File: config.mk
export PLATFORM = sky130hd
export DESIGN_NAME = jetp_scale
export DESIGN_NICKNAME = d
export VERILOG_FILES = /design/src/hw/rtl/jetp_pkg.sv /design/src/hw/rtl/jetp_scale.sv
export SDC_FILE = /design/constraint.sdc
export NUM_CORES = 1
export LEC_CHECK = 0
export BUFFER_PORTS_ARGS = -buffer_cell sky130_fd_sc_hd__buf_2
export CAP_MARGIN = 20
export CORE_UTILIZATION = 50
export DETAILED_ROUTE_END_ITERATION = 7
export GPL_TIMING_DRIVEN = 0
export PLACE_DENSITY = 0.77
export REMOVE_ABC_BUFFERS = 1
export SKIP_CTS_REPAIR_TIMING = 1
export SLEW_MARGIN = 5
export SYNTH_ARGS = -nofsm -noshare
export SYNTH_HDL_FRONTEND = slang
export SYNTH_SLANG_ARGS = --single-unit
File: constraint.sdc
create_clock -name clk -period 6.55 [get_ports clk]
set_input_delay 0.655 -clock clk [delete_from_list [all_inputs] [get_ports clk]]
set_output_delay 0.655 -clock clk [all_outputs]
set_load 0.02 [all_outputs]
File: src/hw/rtl/jetp_pkg.sv
package jetp_pkg;

	localparam int CFG_IDX_W = 2;

	localparam logic [CFG_IDX_W-1:0] CFG_C_REAL = 2'd0;
	localparam logic [CFG_IDX_W-1:0] CFG_C_IMAG = 2'd1;
	localparam logic [CFG_IDX_W-1:0] CFG_LIMIT  = 2'd2;

	localparam logic signed [31:0] C_REAL_RESET = 32'sd95294504;
	localparam logic signed [31:0] C_IMAG_RESET = 32'sd95294504;
	localparam logic [15:0]        LIMIT_RESET  = 16'd1000;

	localparam logic [15:0] BRIGHT_SCALE = 16'd65025;

	localparam int ROOT_W = 16;
	localparam logic [ROOT_W-1:0] ROOT_BIT0 = 16'h4000;

	typedef enum logic [2:0] {
		ST_IDLE,
		ST_TEST,
		ST_CHECK,
		ST_DIV,
		ST_ROOT_INIT,
		ST_ROOT,
		ST_EMIT
	} jetp_state_t;

	typedef struct packed {
		logic load;
		logic mul;
		logic step;
		logic div_start;
		logic div_step;
		logic sqrt_start;
		logic sqrt_step;
		logic emit;
		logic emit_inside;
	} jetp_cmd_t;

	typedef struct packed {
		logic at_limit;
		logic escape;
	} jetp_iter_stat_t;

	typedef struct packed {
		logic div_last;
		logic sqrt_last;
	} jetp_scale_stat_t;

endpackage

File: src/hw/rtl/jetp_scale.sv
module jetp_scale #(
	parameter int COUNT_BITS = 16
) (
	input  logic                        clk,
	input  jetp_pkg::jetp_cmd_t         cmd,
	output jetp_pkg::jetp_scale_stat_t  stat,
	input  logic [COUNT_BITS-1:0]       count,
	input  logic [COUNT_BITS-1:0]       limit,
	output logic [7:0]                  brightness,
	output logic [15:0]                 escape_count,
	output logic                        inside_res
);
	import jetp_pkg::*;

	localparam int DVD_W  = 16 + COUNT_BITS;
	localparam int DCNT_W = $clog2(DVD_W);

	logic [DVD_W-1:0]      dvd_q;
	logic [COUNT_BITS-1:0] rem_q;
	logic [DCNT_W-1:0]     dcnt_q;
	logic [ROOT_W-1:0]     x_q;
	logic [ROOT_W-1:0]     r_q;
	logic [ROOT_W-1:0]     bit_q;
	logic [7:0]            bright_q;
	logic [15:0]           count_q;
	logic                  inside_q;

	logic [COUNT_BITS:0]   trial;
	logic [COUNT_BITS:0]   diff;
	logic                  ge;
	logic [ROOT_W:0]       rb;
	logic                  take;
	logic [31:0]           count_ext;

	assign trial     = {rem_q, dvd_q[DVD_W-1]};
	assign ge        = (trial >= {1'b0, limit});
	assign diff      = trial - {1'b0, limit};
	assign rb        = {1'b0, r_q} + {1'b0, bit_q};
	assign take      = ({1'b0, x_q} >= rb);
	assign count_ext = 32'(count);

	assign stat.div_last  = (dcnt_q == DCNT_W'(DVD_W - 1));
	assign stat.sqrt_last = bit_q[0];

	assign brightness   = bright_q;
	assign escape_count = count_q;
	assign inside_res   = inside_q;

	always_ff @(posedge clk) begin
		if (cmd.div_start) begin
			dvd_q  <= DVD_W'(BRIGHT_SCALE) * DVD_W'(count);
			rem_q  <= '0;
			dcnt_q <= '0;
		end else if (cmd.div_step) begin
			rem_q  <= ge ? diff[COUNT_BITS-1:0] : trial[COUNT_BITS-1:0];
			dvd_q  <= {dvd_q[DVD_W-2:0], ge};
			dcnt_q <= dcnt_q + 1'b1;
		end
		if (cmd.sqrt_start) begin
			x_q   <= dvd_q[ROOT_W-1:0];
			r_q   <= '0;
			bit_q <= ROOT_BIT0;
		end else if (cmd.sqrt_step) begin
			if (take) begin
				x_q <= x_q - rb[ROOT_W-1:0];
				r_q <= (r_q >> 1) + bit_q;
			end else begin
				r_q <= r_q >> 1;
			end
			bit_q <= bit_q >> 2;
		end
		if (cmd.emit) begin
			inside_q <= cmd.emit_inside;
			bright_q <= cmd.emit_inside ? 8'd0 : r_q[7:0];
			count_q  <= count_ext[15:0];
		end
	end

endmodule

==> reports/qor.txt, run 1 <==
Hold Path Stages: 2
vias in the first global route: 7715
antenna violations before repair: 0
Antenna Nets Post-Route: 0
status: complete, no violations
asr flop ratio synth: 0%
grt total ovfl: 0
Syn Area/Cell: 9.79 µm²
I/O Buffers: 65
CTS max path bufs: 2
RR Endpoint: x_q[8]
Yosys cell types: 77
RSZ-0062 raised after global routing: false
Hold Path Class: flip-flop to flip-flop
final wirelength: 21.2 mm
Vias: 7724
Post-route DRC: 0
row cnt: 52
CP top delay family: adder cells
normalized max-slew margin: 36.2%
fin util: 56.6%
Slew Viols, Final: 0
flop-to-flop setup slack: 2.03 ns
min Tclk post-route: 5.83 ns
die width: 147 µm
Nets: 1375
final instance area: 11600 µm²
area added between synthesis and finish: 10.2%
area of the mapped netlist: 10500 µm²
crit path capture type: flip-flop
die height: 147 µm
register area share after synthesis: 29.5%
First-pass DRT Iterations: 5
CP max stage cell: fa_1
FF-to-FF path depth: 14
Synth Warn #: 0
CP Buf/Inv Count: 5
# setup viols final: 0
critical path class: input pin to flip-flop
critical path startpoint category: input pin
hold slack final: 0.481 ns
ant diodes: 0
DRT iter0 DRCs: 454
routed vias/inst: 5.48
hold path start: rem_q[15]
# fillers: 1782
Design Power: 5490 µW
largest net degree at the start of global routing: 59
Placement Cell Area: 11000 µm²
CTS tree: yes
register area: 3090 µm²
crit path cell chain: buf_2, fa_1, inv_1, fa_1, inv_1, ha_1, ha_1, fa_1, inv_1, fa_1, inv_1, ha_1, a21oi_1, o22ai_1, o41ai_2, o31a_1, nand2b_1, a211oi_2, xnor2_1, mux2_2
routability congestion estimate: 0.861
Initial Utilization: 51.4%
Crit Path Max Fanout: 6
VDD IR max: 0.000264 V
Final HPWL DP: 15.9 mm
worst-margin pin slew: 0.956 ns
Worst path max stage delay: 0.67 ns
gr usage total: 20.9%
CP arrival: 5.99 ns
dominant synthesized flop cell: edfxtp_1
# H-tree levels: 4
Final Hold Vio Count: 0
CTS Sinks: 118
number of max-cap violations: 0
number of buffers created by CTS: 17
multi-input logic area: 6720 µm²
clk_lat worst skew: 0.42 ns
number of flops mapped to enable cells by yosys: 73
IO Pins: 69
fin crit share: 89.0%
Req. time, crit path: 6.72 ns
Worst Hold End: rem_q[15]
global-route wire length before repair: 36.3 mm
Syn Inst Count: 1072
core area: 20400 µm²
Cell Pwr Density: 475 nW/µm²
synthesis-stage register bit count: 118
Die ar.: 21600 µm²
Clk pin slew, worst setup/hold paths: 0.05 ns
WL/cell: 15.0 µm
reg2reg start: r_q[2]
P_leak: 0.00523 µW
max frequency: 172 MHz
root buffer cell: clkbuf_16
Total Neg Setup Slack: 0 ns
Clock Skew: 0.0121 ns
proportion of layout cells with a drive suffix above 1: 12.6%
-- worst max path at each step --
stage / cells past startpoint / startpoint / end
2_1_floorplan: 19 / count[4] / dvd_q[31]
3_3_place_gp: 20 / count[4] / dvd_q[31]
3_5_place_dp: 20 / count[4] / dvd_q[31]
4_1_cts: 20 / count[4] / dvd_q[31]
5_1_grt: 20 / count[4] / dvd_q[31]
6_report: 20 / count[4] / dvd_q[31]
-- report_power, final --
part	switching (µW)	total, µW	internal [µW]
sequential	96.9	1160	1070
clock	320	864	545
combinational	1950	3470	1520
-- logic make-up after synthesis --
group,count (synthesis),share of synthesized area [%]
AND/OR/NAND/NOR,252,11.6
AO/OA/AOI/OAI,222,14.6
adder cells (fa/ha/maj),207,28.7
buffers and inverters,173,6.52
flip-flops,118,29.5
XOR/XNOR,66,5.51
multiplexers,34,3.52
-- layer usage --
layer	part of all wire (%)	global-route usage, %	routed length, µm	vias up
met5	0	0	0	-
met4	1.5	6.70	308	0
met3	4.5	3.60	954	25
met2	48	35.5	10200	183
met1	46	27.1	9690	3645
li1	-	-	-	3871
-- flip-flops by register name, summed over array words and instances (netlist names) --
name          flops
dvd_q            32
escape_count     16
brightness        8
rem_q            16
dcnt_q            5
r_q              16
bit_q             8
inside_res        1
x_q              16
-- area by class of cell --
| class | count | share of cell area (%) |
|---|---|---|
| multi-input cells | 781 | 58.1 |
| flip-flops and latches | 118 | 26.7 |
| inverters | 142 | 4.61 |
| clock buffers | 25 | 4.20 |
| repair buffers | 66 | 2.98 |
| well taps | 270 | 2.92 |
| clock inverters | 7 | 0.487 |
-- worst min-delay path: stages (launching register included) --
cell and delay, ns:
dfxtp_1 0.31, inv_1 0.05, o22ai_1 0.07
-- cells in the mapped netlist (4+ instances only) --
cell type / instances / share of area [%]
a211oi_1: 11 / 0.79
a31oi_1: 12 / 0.72
o31ai_1: 7 / 0.50
or3_1: 5 / 0.30
o21a_1: 8 / 0.57
nor3_1: 15 / 0.72
a311oi_1: 12 / 1.0
clkbuf_1: 18 / 0.64
o221ai_1: 7 / 0.58
ha_1: 150 / 18
nor4_1: 4 / 0.24
o21ai_0: 47 / 2.2
o211ai_1: 4 / 0.29
edfxtp_1: 73 / 21
xnor2_1: 37 / 3.1
buf_6: 4 / 0.43
nand2_1: 75 / 2.7
mux2i_1: 11 / 1.0
xor2_1: 29 / 2.4
a21o_1: 9 / 0.64
nor2_1: 76 / 2.7
o21bai_1: 10 / 0.72
nand3_1: 10 / 0.48
a21oi_1: 54 / 2.6
mux2_2: 23 / 2.5
buf_1: 7 / 0.25
nor3b_1: 5 / 0.36
fa_1: 57 / 11
dfxtp_1: 45 / 8.6
and3_1: 8 / 0.48
nand4_1: 9 / 0.54
nand2b_1: 5 / 0.30
nand3b_1: 5 / 0.36
inv_1: 142 / 5.1
nor2b_1: 16 / 0.95
-- per-stage QoR --
step                setup WS (ns)  instances
detailed placement          0.310       1376
CTS                         0.728       1408
finish                      0.723       1409
global route                0.503       1409
global placement            0.347       1376
floorplan                   0.888       1041
-- placed cells by master, fill, tap and decap left out, types with 16 or more instances in the layout --
master and count:
ha_1 150, inv_1 142, nor2_1 76, nand2_1 75
edfxtp_1 73, buf_2 65, fa_1 57, a21oi_1 54
o21ai_0 47, dfxtp_1 45, xnor2_1 37, xor2_1 29
mux2_2 23, clkbuf_16 17, nor2b_1 16
Power figures use the tool's default switching activity.
==> run 2, diff against run 1 <==
Settings changed: CAP_MARGIN 20 to 30, CELL_PAD_IN_SITES_DETAIL_PLACEMENT set to 0, CELL_PAD_IN_SITES_GLOBAL_PLACEMENT set to 2, CORE_UTILIZATION 50 to 35, PLACE_DENSITY 0.77 to 0.81.
==> run 2 against run 1 <==
  * Clock skew down 0.00061 ns
  * Final cell count up 8.6%
  * Critical path depth unchanged
  * Critical path type unchanged
  * Largest cell class unchanged
  * Highest routed layer unchanged
==> reports/qor.txt, run 2 (same netlist as run 1, synthesis figures left out) <==
worst-margin pin slew: 0.828 ns (-0.129 ns)
die height: 175 µm (+19%)
area added between synthesis and finish: 12.3%
Antenna Nets Post-Route: 0 (unchanged)
antenna violations before repair: 0 (unchanged)
dpl ws: 0.257 ns (-0.0533 ns)
Total Neg Setup Slack: 0 ns (unchanged)
RSZ-0062 raised after global routing: false
CTS tree: yes
fin crit share: 88.6% (-0.36 points)
Vias: 7664 (-0.78%)
min Tclk post-route: 5.80 ns (-0.0239 ns)
gr usage total: 15.2% (-5.7 points)
DRT iter0 DRCs: 338 (-26%)
Cell Pwr Density: 473 nW/µm² (-0.33%)
CP Buf/Inv Count: 5 (unchanged)
hold slack final: 0.492 ns (+0.0115 ns)
row cnt: 63 (+21%)
CP max stage cell: fa_1
WL/cell: 14.3 µm (-4.8%)
core area: 29600 µm² (+45%)
max reg flops: 32 (unchanged)
fin util: 39.9% (-17 points)
CTS Sinks: 118 (unchanged)
VDD IR max: 0.000290 V (+9.9%)
final instance area: 11800 µm² (+1.9%)
# setup viols final: 0 (unchanged)
number of buffers created by CTS: 17 (unchanged)
root buffer cell: clkbuf_16
CP arrival: 5.97 ns (-0.02 ns)
Placement Cell Area: 11200 µm² (+1.7%)
Initial Utilization: 35.5% (-16 points)
CP top delay family: adder cells
commonest non-fill, non-tap cell in the layout: ha_1
register name with the most flops: dvd_q
crit path capture type: flip-flop
Clock Skew: 0.0115 ns (-0.000612 ns)
die width: 175 µm (+19%)
most frequent cells in the layout: 150 x ha_1, 142 x inv_1, 76 x nor2_1
IO Pins: 69 (unchanged)
ant diodes: 0 (unchanged)
GR Layer Usage met2: 26.9% (-8.6 points)
Req. time, crit path: 6.72 ns (about the same)
clk_lat worst skew: 0.42 ns (about the same)
final worst setup slack: 0.747 ns (+0.0239 ns)
# H-tree levels: 4 (unchanged)
Hold Path Class: flip-flop to flip-flop
critical path class: input pin to flip-flop
Hold Path Stages: 2 (unchanged)
critical path startpoint category: input pin
proportion of layout cells with a drive suffix above 1: 13.1% (+0.52 points)
Nets: 1376 (+0.073%)
routed vias/inst: 5.01 (-8.6%)
Final HPWL DP: 17.0 mm (+6.4%)
Die ar.: 30700 µm² (+42%)
vias in the first global route: 7783 (+0.88%)
grt total ovfl: 0 (unchanged)
P_leak: 0.00525 µW (+0.43%)
GR Util met3: 2.61% (-0.99 points)
routability congestion estimate: 0.767 (-11%)
largest net degree at the start of global routing: 44 (-25%)
number of max-cap violations: 0 (unchanged)
normalized max-slew margin: 44.8% (+8.6 points)
final wirelength: 21.9 mm (+3.4%)
Slew Viols, Final: 0 (unchanged)
Clk pin slew, worst setup/hold paths: 0.06 ns (about the same)
status: complete, no violations
Worst path max stage delay: 0.66 ns (about the same)
global-route wire length before repair: 37.3 mm (+3.0%)
max frequency: 172 MHz (+0.41%)
FF-to-FF path depth: 14 (unchanged)
Top Usage Layer GRT: met2
Post-route DRC: 0 (unchanged)
met1 GRT Util: 18.6% (-8.4 points)
CTS max path bufs: 2 (unchanged)
WP depth: 20 (unchanged)
Crit Path Max Fanout: 6 (unchanged)
First-pass DRT Iterations: 4 (-1)
Final Hold Vio Count: 0 (unchanged)
I/O Buffers: 65 (unchanged)
crit path cell chain: buf_2, fa_1, inv_1, fa_1, inv_1, ha_1, ha_1, fa_1, inv_1, fa_1, inv_1, ha_1, a21oi_1, o22ai_1, o41ai_2, o31a_1, nand2b_1, a211oi_2, xnor2_1, mux2_2
# fillers: 3001 (+68%)
## run 2: metrics by stage
step | total power (µW) | std cells
floorplan | 3900 | 1041
global placement | 4660 | 1496
detailed placement | 4680 | 1498
CTS | 5690 | 1530
global route | 6190 | 1530
finish | 5580 | 1530
## run 2: final cells by class
| class | instances | area (µm²) | share of cell area [%] |
|---|---|---|---|
| Clock inverter | 12 | 154 | 1.31 |
| Multi-Input combinational cell | 781 | 6720 | 57.0 |
| Sequential cell | 118 | 3090 | 26.2 |
| Clock buffer | 20 | 437 | 3.70 |
| Inverter | 142 | 533 | 4.52 |
| Timing Repair Buffer | 67 | 365 | 3.10 |
| Tap cell | 390 | 488 | 4.14 |
## run 2: where the power goes
part / internal [µW] / leakage, µW / switching, µW
registers: 1070 / 0.00111 / 95.7
logic: 1520 / 0.00387 / 1940
clock network: 598 / 0.000280 / 361
## run 2: worst min-delay path, delay by kind of cell (launching register included)
| kind | cells | cell delay (ns) |
|---|---|---|
| compound gates | 1 | 0.07 |
| flops | 1 | 0.32 |
| buf+inv | 1 | 0.05 |
## run 2: worst paths after layout
kind	end	slack (ns)	from
worst max-delay path	dvd_q[31]	0.75	count[4]
worst min-delay path	rem_q[15]	0.49	rem_q[15]
worst max register to register	x_q[15]	1.83	r_q[2]
worst min register to register	rem_q[15]	0.49	rem_q[15]
## run 2: metal layers
layer  part of all wire [%]  wire, µm
met1                     46      9990
met2                     50     11000
met3                    2.0       436
met4                    2.0       443
met5                      0         0
