## src/hw/rtl/jetp_pkg.sv

```systemverilog
package jetp_pkg;

	localparam int CFG_IDX_W = 2;

	localparam logic [CFG_IDX_W-1:0] CFG_C_REAL = 2'd0;
	localparam logic [CFG_IDX_W-1:0] CFG_C_IMAG = 2'd1;
	localparam logic [CFG_IDX_W-1:0] CFG_LIMIT  = 2'd2;

	localparam logic signed [31:0] C_REAL_RESET = 32'sd95294504;
	localparam logic signed [31:0] C_IMAG_RESET = 32'sd95294504;
	localparam logic [15:0]        LIMIT_RESET  = 16'd1000;

	localparam logic [15:0] BRIGHT_SCALE = 16'd65025;

	localparam int ROOT_W = 16;
	localparam logic [ROOT_W-1:0] ROOT_BIT0 = 16'h4000;

	typedef enum logic [2:0] {
		ST_IDLE,
		ST_TEST,
		ST_CHECK,
		ST_DIV,
		ST_ROOT_INIT,
		ST_ROOT,
		ST_EMIT
	} jetp_state_t;

	typedef struct packed {
		logic load;
		logic mul;
		logic step;
		logic div_start;
		logic div_step;
		logic sqrt_start;
		logic sqrt_step;
		logic emit;
		logic emit_inside;
	} jetp_cmd_t;

	typedef struct packed {
		logic at_limit;
		logic escape;
	} jetp_iter_stat_t;

	typedef struct packed {
		logic div_last;
		logic sqrt_last;
	} jetp_scale_stat_t;

endpackage

```

## src/hw/rtl/jetp_ctrl.sv

```systemverilog
module jetp_ctrl (
	input  logic                        clk,
	input  logic                        arst_n,
	input  logic                        in_valid,
	output logic                        in_ready,
	output logic                        out_valid,
	input  logic                        out_ready,
	input  jetp_pkg::jetp_iter_stat_t   istat,
	input  jetp_pkg::jetp_scale_stat_t  sstat,
	output jetp_pkg::jetp_cmd_t         cmd
);
	import jetp_pkg::*;

	jetp_state_t state_q;
	jetp_state_t state_d;
	logic        inside_q;
	logic        inside_d;
	logic        out_valid_q;
	logic        out_valid_d;

	always_ff @(posedge clk or negedge arst_n) begin
		if (!arst_n) begin
			state_q     <= ST_IDLE;
			inside_q    <= 1'b0;
			out_valid_q <= 1'b0;
		end else begin
			state_q     <= state_d;
			inside_q    <= inside_d;
			out_valid_q <= out_valid_d;
		end
	end

	always_comb begin
		state_d  = state_q;
		inside_d = inside_q;
		cmd      = '0;
		in_ready = (state_q == ST_IDLE);
		case (state_q)
			ST_IDLE: begin
				if (in_valid) begin
					cmd.load = 1'b1;
					inside_d = 1'b0;
					state_d  = ST_TEST;
				end
			end
			ST_TEST: begin
				if (istat.at_limit) begin
					inside_d = 1'b1;
					state_d  = ST_EMIT;
				end else begin
					cmd.mul = 1'b1;
					state_d = ST_CHECK;
				end
			end
			ST_CHECK: begin
				if (istat.escape) begin
					cmd.div_start = 1'b1;
					state_d       = ST_DIV;
				end else begin
					cmd.step = 1'b1;
					state_d  = ST_TEST;
				end
			end
			ST_DIV: begin
				cmd.div_step = 1'b1;
				if (sstat.div_last) begin
					state_d = ST_ROOT_INIT;
				end
			end
			ST_ROOT_INIT: begin
				cmd.sqrt_start = 1'b1;
				state_d        = ST_ROOT;
			end
			ST_ROOT: begin
				cmd.sqrt_step = 1'b1;
				if (sstat.sqrt_last) begin
					state_d = ST_EMIT;
				end
			end
			ST_EMIT: begin
				if (!out_valid_q || out_ready) begin
					cmd.emit        = 1'b1;
					cmd.emit_inside = inside_q;
					state_d         = ST_IDLE;
				end
			end
			default: begin
				state_d = ST_IDLE;
			end
		endcase
		if (cmd.emit) begin
			out_valid_d = 1'b1;
		end else if (out_ready) begin
			out_valid_d = 1'b0;
		end else begin
			out_valid_d = out_valid_q;
		end
	end

	assign out_valid = out_valid_q;

endmodule

```

## config.mk

```make
export PLATFORM = sky130hd
export DESIGN_NAME = jetp_ctrl
export DESIGN_NICKNAME = d
export VERILOG_FILES = /design/src/hw/rtl/jetp_pkg.sv /design/src/hw/rtl/jetp_ctrl.sv
export SDC_FILE = /design/constraint.sdc
export NUM_CORES = 1
export LEC_CHECK = 0
export BUFFER_PORTS_ARGS = -buffer_cell sky130_fd_sc_hd__buf_2
export CORE_AREA = 2 2 39 41
export CTS_CLUSTER_DIAMETER = 60
export CTS_CLUSTER_SIZE = 28
export DETAILED_ROUTE_END_ITERATION = 10
export DIE_AREA = 0 0 41 43
export RECOVER_POWER = 50
export SYNTH_ARGS = -nofsm -noshare
export SYNTH_HDL_FRONTEND = slang
export SYNTH_SLANG_ARGS = --single-unit
```

## constraint.sdc

```tcl
create_clock -name clk -period 1 [get_ports clk]
set_input_delay 0.1 -clock clk [delete_from_list [all_inputs] [get_ports clk]]
set_output_delay 0.1 -clock clk [all_outputs]
set_load 0.01 [all_outputs]
```

==> run_results.csv, run 1 <==
group,metric,value,unit
status,status,"complete, but fails checks",
status,violations,"negative setup slack",
sta,relSlewSlack,80.0,%
sta,period_share,138,%
critical_path,crit_chain,"nand3b_1 -> nor2_2 -> and2_1 -> buf_2",
floorplan,core-area,1380,µm²
global_route,grt_max_degree,9,
global_route,antenna_found_initial,0,
floorplan,io_pins,19,
logic_synthesis,yosysTopAreaCell,"dfrtp_1",
worst_hold_path,worstHoldStart,"sstat[1]",
cts,clock_sinks,5,
critical_path,reg2reg_from,"state_q[2]$_DFFE_PN0P_",
critical_path,critPathKind,"flip-flop to output pin",
critical_path,max_stage_delay,0.44,ns
sta,fin_ws,-0.377,ns
drt,drtIter0Drc,2,
finish,fillCellCount,132,
power_and_ir_drop,power_frac_comb,65.2,%
logic_synthesis,ys_warn_count,0,
drt,drc,0,
global_route,grt-ovfl-total,0,
floorplan,initial_core_util,26.9,%
power_and_ir_drop,p_sw,0.770,mW
sta,setup_violations,12,
placement,port_buffers,18,
critical_path,endpoint_kind,"output pin",
finish,final_util,48.6,%
sta,rsz0062_at_grt,"true",
sta,report.final.slew_viol_count,0,
power_and_ir_drop,cellLeakagePower,0.336,nW
placement,place_congestion,0.699,
power_and_ir_drop,power.internal,1.24,mW
critical_path,worst-path-max-fanout,6,
logic_synthesis,synth_area,372,µm²
logic_synthesis,ys_ff_latch,5,
sta,max_clock_freq,726,MHz
global_route,grt_pass1_wl,1.54,mm
floorplan,die_h,43,µm
logic_synthesis,ys_seq_area_share,33.7,%
finish,num-nets-final,84,
sta,fin_setup_tns,-3.38,ns
floorplan,rows,14,
sta,min_period,1.38,ns
logic_synthesis,synth_area_leaders,"dfrtp_1 (34%), and2_1 (5.1%), nand2b_1 (5.1%)",
cts,cts-root-buf,"clkbuf_4",
drt,wl_per_cell,10.8,µm
logic_synthesis,synth_cells,41,
global_route,grt_pass1_vias,356,
critical_path,reg2reg_slack,-0.19,ns
drt,firstDrtPassIters,3,
cts,clk_latency,0.25,ns
finish,antenna-diode-count,0,
floorplan,die_area,1760,µm²
logic_synthesis,syn-mean-instance-area,9.06,µm²
drt,via_per_inst,4.57,
global_route,track_usage,13.5,%
finish,area_growth,80.8,%
power_and_ir_drop,clockPowerShare,12.3,%
drt,wl,987,µm
cts,cts_made_buffers,3,
cts,ctsHtreeMaxLevel,1,
power_and_ir_drop,p_seq_share,22.5,%
finish,drive_above_1_share,62.7,%
placement,place_hpwl,686,µm
critical_path,cp.required,0.90,ns
power_and_ir_drop,power_density,3000,nW/µm²
worst_hold_path,hold_depth,3,
logic_synthesis,syn_nets,49,
power_and_ir_drop,irDropWorstVdd,0.955,mV
critical_path,critPathSlowestCell,"dfrtp_2",
logic_synthesis,synth.distinct_cells,27,
cts,clk_pin_slew,0.05,ns
logic_synthesis,synth_top_area_share,33.7,%
cts,clockBufferDepth,2,
cts,cts_tree,"built",
power_and_ir_drop,swShare,38.2,%
critical_path,cp.arrival,1.28,ns
drt,num_vias,416,
sta,timing.final.hold_violations,0,
drt,ant_nets,0,
sta,fin_worst_skew,0.00591,ns
critical_path,ff2ff_path_depth,5,
sta,tightest_slew,0.297,ns
critical_path,timing.rr.end,"inside_q$_DFFE_PN0P_",
worst_hold_path,min_to,"state_q[2]$_DFFE_PN0P_",
worst_hold_path,hp-class,"input pin to flip-flop",
floorplan,die_w,41,µm
flow_run,cap_violations,0,
critical_path,cp-start-kind,"flip-flop",
==> layout by cell type, fill, tap and decap left out, types with 2 or more instances in the layout <==
cell type	count
buf_2	16
buf_6	8
buf_4	8
and2_1	3
o21ai_1	3
clkbuf_4	3
dfrtp_2	3
nand2b_1	2
nand2_1	2
clkbuf_1	2
dfrtp_1	2
==> power groups by stage <==
stage | clock, mW | sequential [mW] | combinational [mW]
after floorplan | 0 | 0.389 | 0.657
after global placement | 0 | 0.433 | 0.956
after detailed placement | 0 | 0.435 | 0.966
after CTS | 0.256 | 0.440 | 1.10
after global routing | 0.271 | 0.471 | 1.44
final | 0.248 | 0.453 | 1.31
==> worst max-delay path: cells and delay by family, from the launching register on <==
family	cells	cell delay, ns
buffers and inverters	1	0.12
flip-flops	1	0.44
AND/OR/NAND/NOR	3	0.46
==> stage by stage <==
| stage | instances | worst slack (ns) | cell area [µm²] | power [mW] | hold WS, ns |
|---|---|---|---|---|---|
| final | 91 | -0.377 | 672 | 2.02 | 0.144 |
| after CTS | 88 | -0.370 | 604 | 1.80 | 0.126 |
| after global routing | 91 | -0.467 | 672 | 2.18 | 0.150 |
| after detailed placement | 79 | -0.134 | 522 | 1.40 | -0.0769 |
| after floorplan | 41 | -0.0228 | 383 | 1.05 | -0.196 |
| after global placement | 79 | -0.117 | 522 | 1.39 | -0.0799 |
==> layout make-up <==
class / count / area, µm² / area share (%)
multi-input cells: 32 / 253 / 37.6
clock buffers: 4 / 26.3 / 3.91
flip-flops and latches: 5 / 129 / 19.2
well taps: 16 / 20.0 / 2.98
repair buffers: 34 / 244 / 36.3
==> state kept, by name, indices dropped and copies added (netlist names) <==
signal and cells:
out_valid 1, state_q 3, inside_q 1
==> per-layer routing <==
layer  track usage (%)  vias to the layer above  wire (µm)
met1              15.4                      188        400
met3              3.14                        2         53
met5                 0                        -          0
met2              20.6                       14        509
li1                  -                      212          -
met4              10.0                        0         23
==> logic make-up after synthesis <==
| logic type | share of synthesized area [%] |
|---|---|
| AND/OR/NAND/NOR | 40.1 |
| flip-flops | 33.7 |
| AO/OA/AOI/OAI | 15.2 |
| multiplexers | 2.69 |
| buffers and inverters | 8.41 |
==> cell usage after synthesis (all sizes together) <==
cell type / instances
dfrtp: 5
buf: 4
o21ai: 4
and2: 3
nand2: 3
nand2b: 3
nor2: 2
nor3: 2
nor3b: 2
a21o: 1
a21oi: 1
a22o: 1
a31oi: 1
and2b: 1
and3b: 1
mux2i: 1
nand3: 1
nand3b: 1
nor2b: 1
nor4b: 1
nor4bb: 1
o2bb2ai: 1
==> what timing repair did <==
item | in CTS | in global routing
cloned | 0 | 0
setup buffers | 5 | 4
setup endpoints to repair | 14 | 15
pin swaps | 3 | 3
hold buffers | 1 | 0
resized for setup | 7 | 12
hold endpoints to repair | 5 | 0
==> worst max-delay path by stage <==
| stage | from | to | slack (ns) | depth (start not counted) |
|---|---|---|---|---|
| after floorplan | state_q[2]$_DFFE_PN0P_ | cmd[8] | -0.02 | 3 |
| after global placement | state_q[2]$_DFFE_PN0P_ | state_q[0]$_DFFE_PN0P_ | -0.12 | 4 |
| after detailed placement | state_q[2]$_DFFE_PN0P_ | state_q[0]$_DFFE_PN0P_ | -0.13 | 4 |
| after CTS | state_q[0]$_DFFE_PN0P_ | cmd[0] | -0.37 | 4 |
| after global routing | state_q[0]$_DFFE_PN0P_ | cmd[8] | -0.47 | 4 |
| final | state_q[0]$_DFFE_PN0P_ | cmd[0] | -0.38 | 4 |
Power figures use the tool's default switching activity.
==> inputs of run 2 (changes only) <==
--- a/config.mk
+++ b/config.mk
@@ -11,7 +11,6 @@
 export CTS_CLUSTER_SIZE = 28
 export DETAILED_ROUTE_END_ITERATION = 10
 export DIE_AREA = 0 0 41 43
-export RECOVER_POWER = 50
 export SYNTH_ARGS = -nofsm -noshare
 export SYNTH_HDL_FRONTEND = slang
 export SYNTH_SLANG_ARGS = --single-unit
==> run 2 against run 1 <==
  * The run still ends with negative setup slack left
  * Highest routed layer unchanged
  * Hold slack hardly changed
  * Final area is 0.19% higher
  * Maximum frequency hardly changed
  * Critical path depth stayed put
  * Sequential cell count did not move
  * Via count is 0.24% lower
  * Utilization grew 0.090 points
  * Combinational power is essentially flat
  * Register-to-register slack is essentially flat
==> run_results.csv, run 2 (synthesis results as in run 1) <==
group,metric,value,unit
floorplan,io_pins,19,
critical_path,crit_chain,"nand3b_1 -> nor2_2 -> and2_1 -> buf_2",
drt,met2_length,505,µm
drt,wl_per_cell,10.9,µm
global_route,antenna_found_initial,0,
critical_path,ff2ff_path_depth,5,
finish,seqCellArea,129,µm²
cts,cts-root-buf,"clkbuf_4",
global_route,grt_pass1_wl,1.54,mm
global_route,track_usage,13.5,%
sta,relSlewSlack,80.2,%
sta,period_share,138,%
drt,ant_nets,0,
critical_path,worst-path-max-fanout,6,
worst_hold_path,hp-class,"input pin to flip-flop",
critical_path,cp-start-kind,"flip-flop",
drt,wl,991,µm
sta,min_period,1.38,ns
finish,fillCellCount,131,
power_and_ir_drop,power_density,2990,nW/µm²
floorplan,die_area,1760,µm²
finish,final_util,48.6,%
cts,cts_made_buffers,3,
finish,drive_above_1_share,64.0,%
sta,max_clock_freq,727,MHz
worst_hold_path,hold_depth,3,
drt,num_vias,415,
status,status,"complete, but fails checks",
flow_run,cap_violations,0,
status,violations,"negative setup slack",
placement,port_buffers,18,
power_and_ir_drop,cellLeakagePower,0.338,nW
cts,ctsHtreeMaxLevel,1,
global_route,grt-ovfl-total,0,
sta,fin_ws,-0.376,ns
finish,antenna-diode-count,0,
cts,clk_pin_slew,0.05,ns
placement,dpl-instance-area,522,µm²
power_and_ir_drop,irDropWorstVdd,0.955,mV
sta,fin_worst_skew,0.00584,ns
finish,num-nets-final,84,
sta,fin_setup_tns,-3.36,ns
finish,final_common_cell,"buf_2",
sta,report.final.slew_viol_count,0,
critical_path,endpoint_kind,"output pin",
floorplan,core-area,1380,µm²
drt,wl_met1,408,µm
placement,place_hpwl,686,µm
cts,clk_latency,0.25,ns
drt,via_per_inst,4.56,
critical_path,cp.required,0.90,ns
sta,setup_violations,12,
finish,final_cell_area,673,µm²
global_route,grt_max_degree,9,
floorplan,rows,14,
power_and_ir_drop,total_power,2.01,mW
placement,place_congestion,0.699,
critical_path,cp.arrival,1.28,ns
critical_path,critPathSlowestCell,"dfrtp_2",
cts,clockBufferDepth,2,
global_route,grt_pass1_vias,356,
sta,rsz0062_at_grt,"true",
floorplan,initial_core_util,26.9,%
sta,tightest_slew,0.292,ns
finish,regMostFlops,"state_q",
sta,timing.final.hold_violations,0,
floorplan,die_w,41,µm
drt,drtIter0Drc,2,
cts,clock_sinks,5,
floorplan,die_h,43,µm
finish,area_growth,81.1,%
finish,multi_input_comb_area,253,µm²
finish,largest_reg_flops,3,
drt,wl_met3,53,µm
critical_path,critPathKind,"flip-flop to output pin",
drt,drc,0,
drt,firstDrtPassIters,3,
critical_path,max_stage_delay,0.44,ns
finish,mostFrequentLayoutCells,"buf_2 (17), buf_6 (8), buf_4 (8)",
drt,top_layer_used,"met4",
sta,hold_ws,0.144,ns
cts,cts_tree,"built",
[run 2: worst paths after layout]
kind | startpoint | slack, ns | to
max in group asynchronous | arst_n | 0.67 | state_q[2]$_DFFE_PN0P_
hold reg to reg | inside_q$_DFFE_PN0P_ | 0.54 | inside_q$_DFFE_PN0P_
min in group asynchronous | arst_n | 0.19 | state_q[0]$_DFFE_PN0P_
setup / recovery | state_q[0]$_DFFE_PN0P_ | -0.38 | cmd[0]
hold / removal | sstat[1] | 0.14 | state_q[2]$_DFFE_PN0P_
setup reg to reg | state_q[2]$_DFFE_PN0P_ | -0.19 | inside_q$_DFFE_PN0P_
[run 2: critical path, delay by kind of cell, from the launching register on]
family	cells	cell delay (ns)
buffers and inverters	1	0.12
and+or+nand+nor	3	0.46
DFF	1	0.44
[run 2: metrics by stage]
stage,worst slack [ns],std cells
after global placement,-0.117,79
after floorplan,-0.0228,41
final,-0.376,91
after detailed placement,-0.134,79
after global routing,-0.467,91
after CTS,-0.370,88
[run 2: per-layer routing]
metal | GRT usage [%] | vias up
li1 | - | 212
met4 | 10.0 | 0
met5 | 0 | -
met2 | 20.6 | 14
met3 | 3.14 | 2
met1 | 15.4 | 187
[run 2: report_power, final]
group | total [mW] | internal [mW] | switching [mW] | leakage (nW)
Clock | 0.248 | 0.152 | 0.0963 | 0.0150
Combinational | 1.32 | 0.781 | 0.535 | 0.266
Sequential | 0.452 | 0.313 | 0.139 | 0.0576
[run 2: cell type report]
| cell class | count | area share [%] |
|---|---|---|
| Timing Repair Buffer | 34 | 36.4 |
| Multi-Input combinational cell | 32 | 37.5 |
| Tap cell | 16 | 2.97 |
| Sequential cell | 5 | 19.1 |
| Clock buffer | 4 | 3.90 |
[run 2: what timing repair did]
item | 4_1_cts | 5_1_grt
endpoints found under the hold margin | 5 | 0
setup endpoints to repair | 14 | 15
pin swaps | 3 | 3
resized for setup | 7 | 12
hold buffers | 1 | 0
buffers inserted | 5 | 4
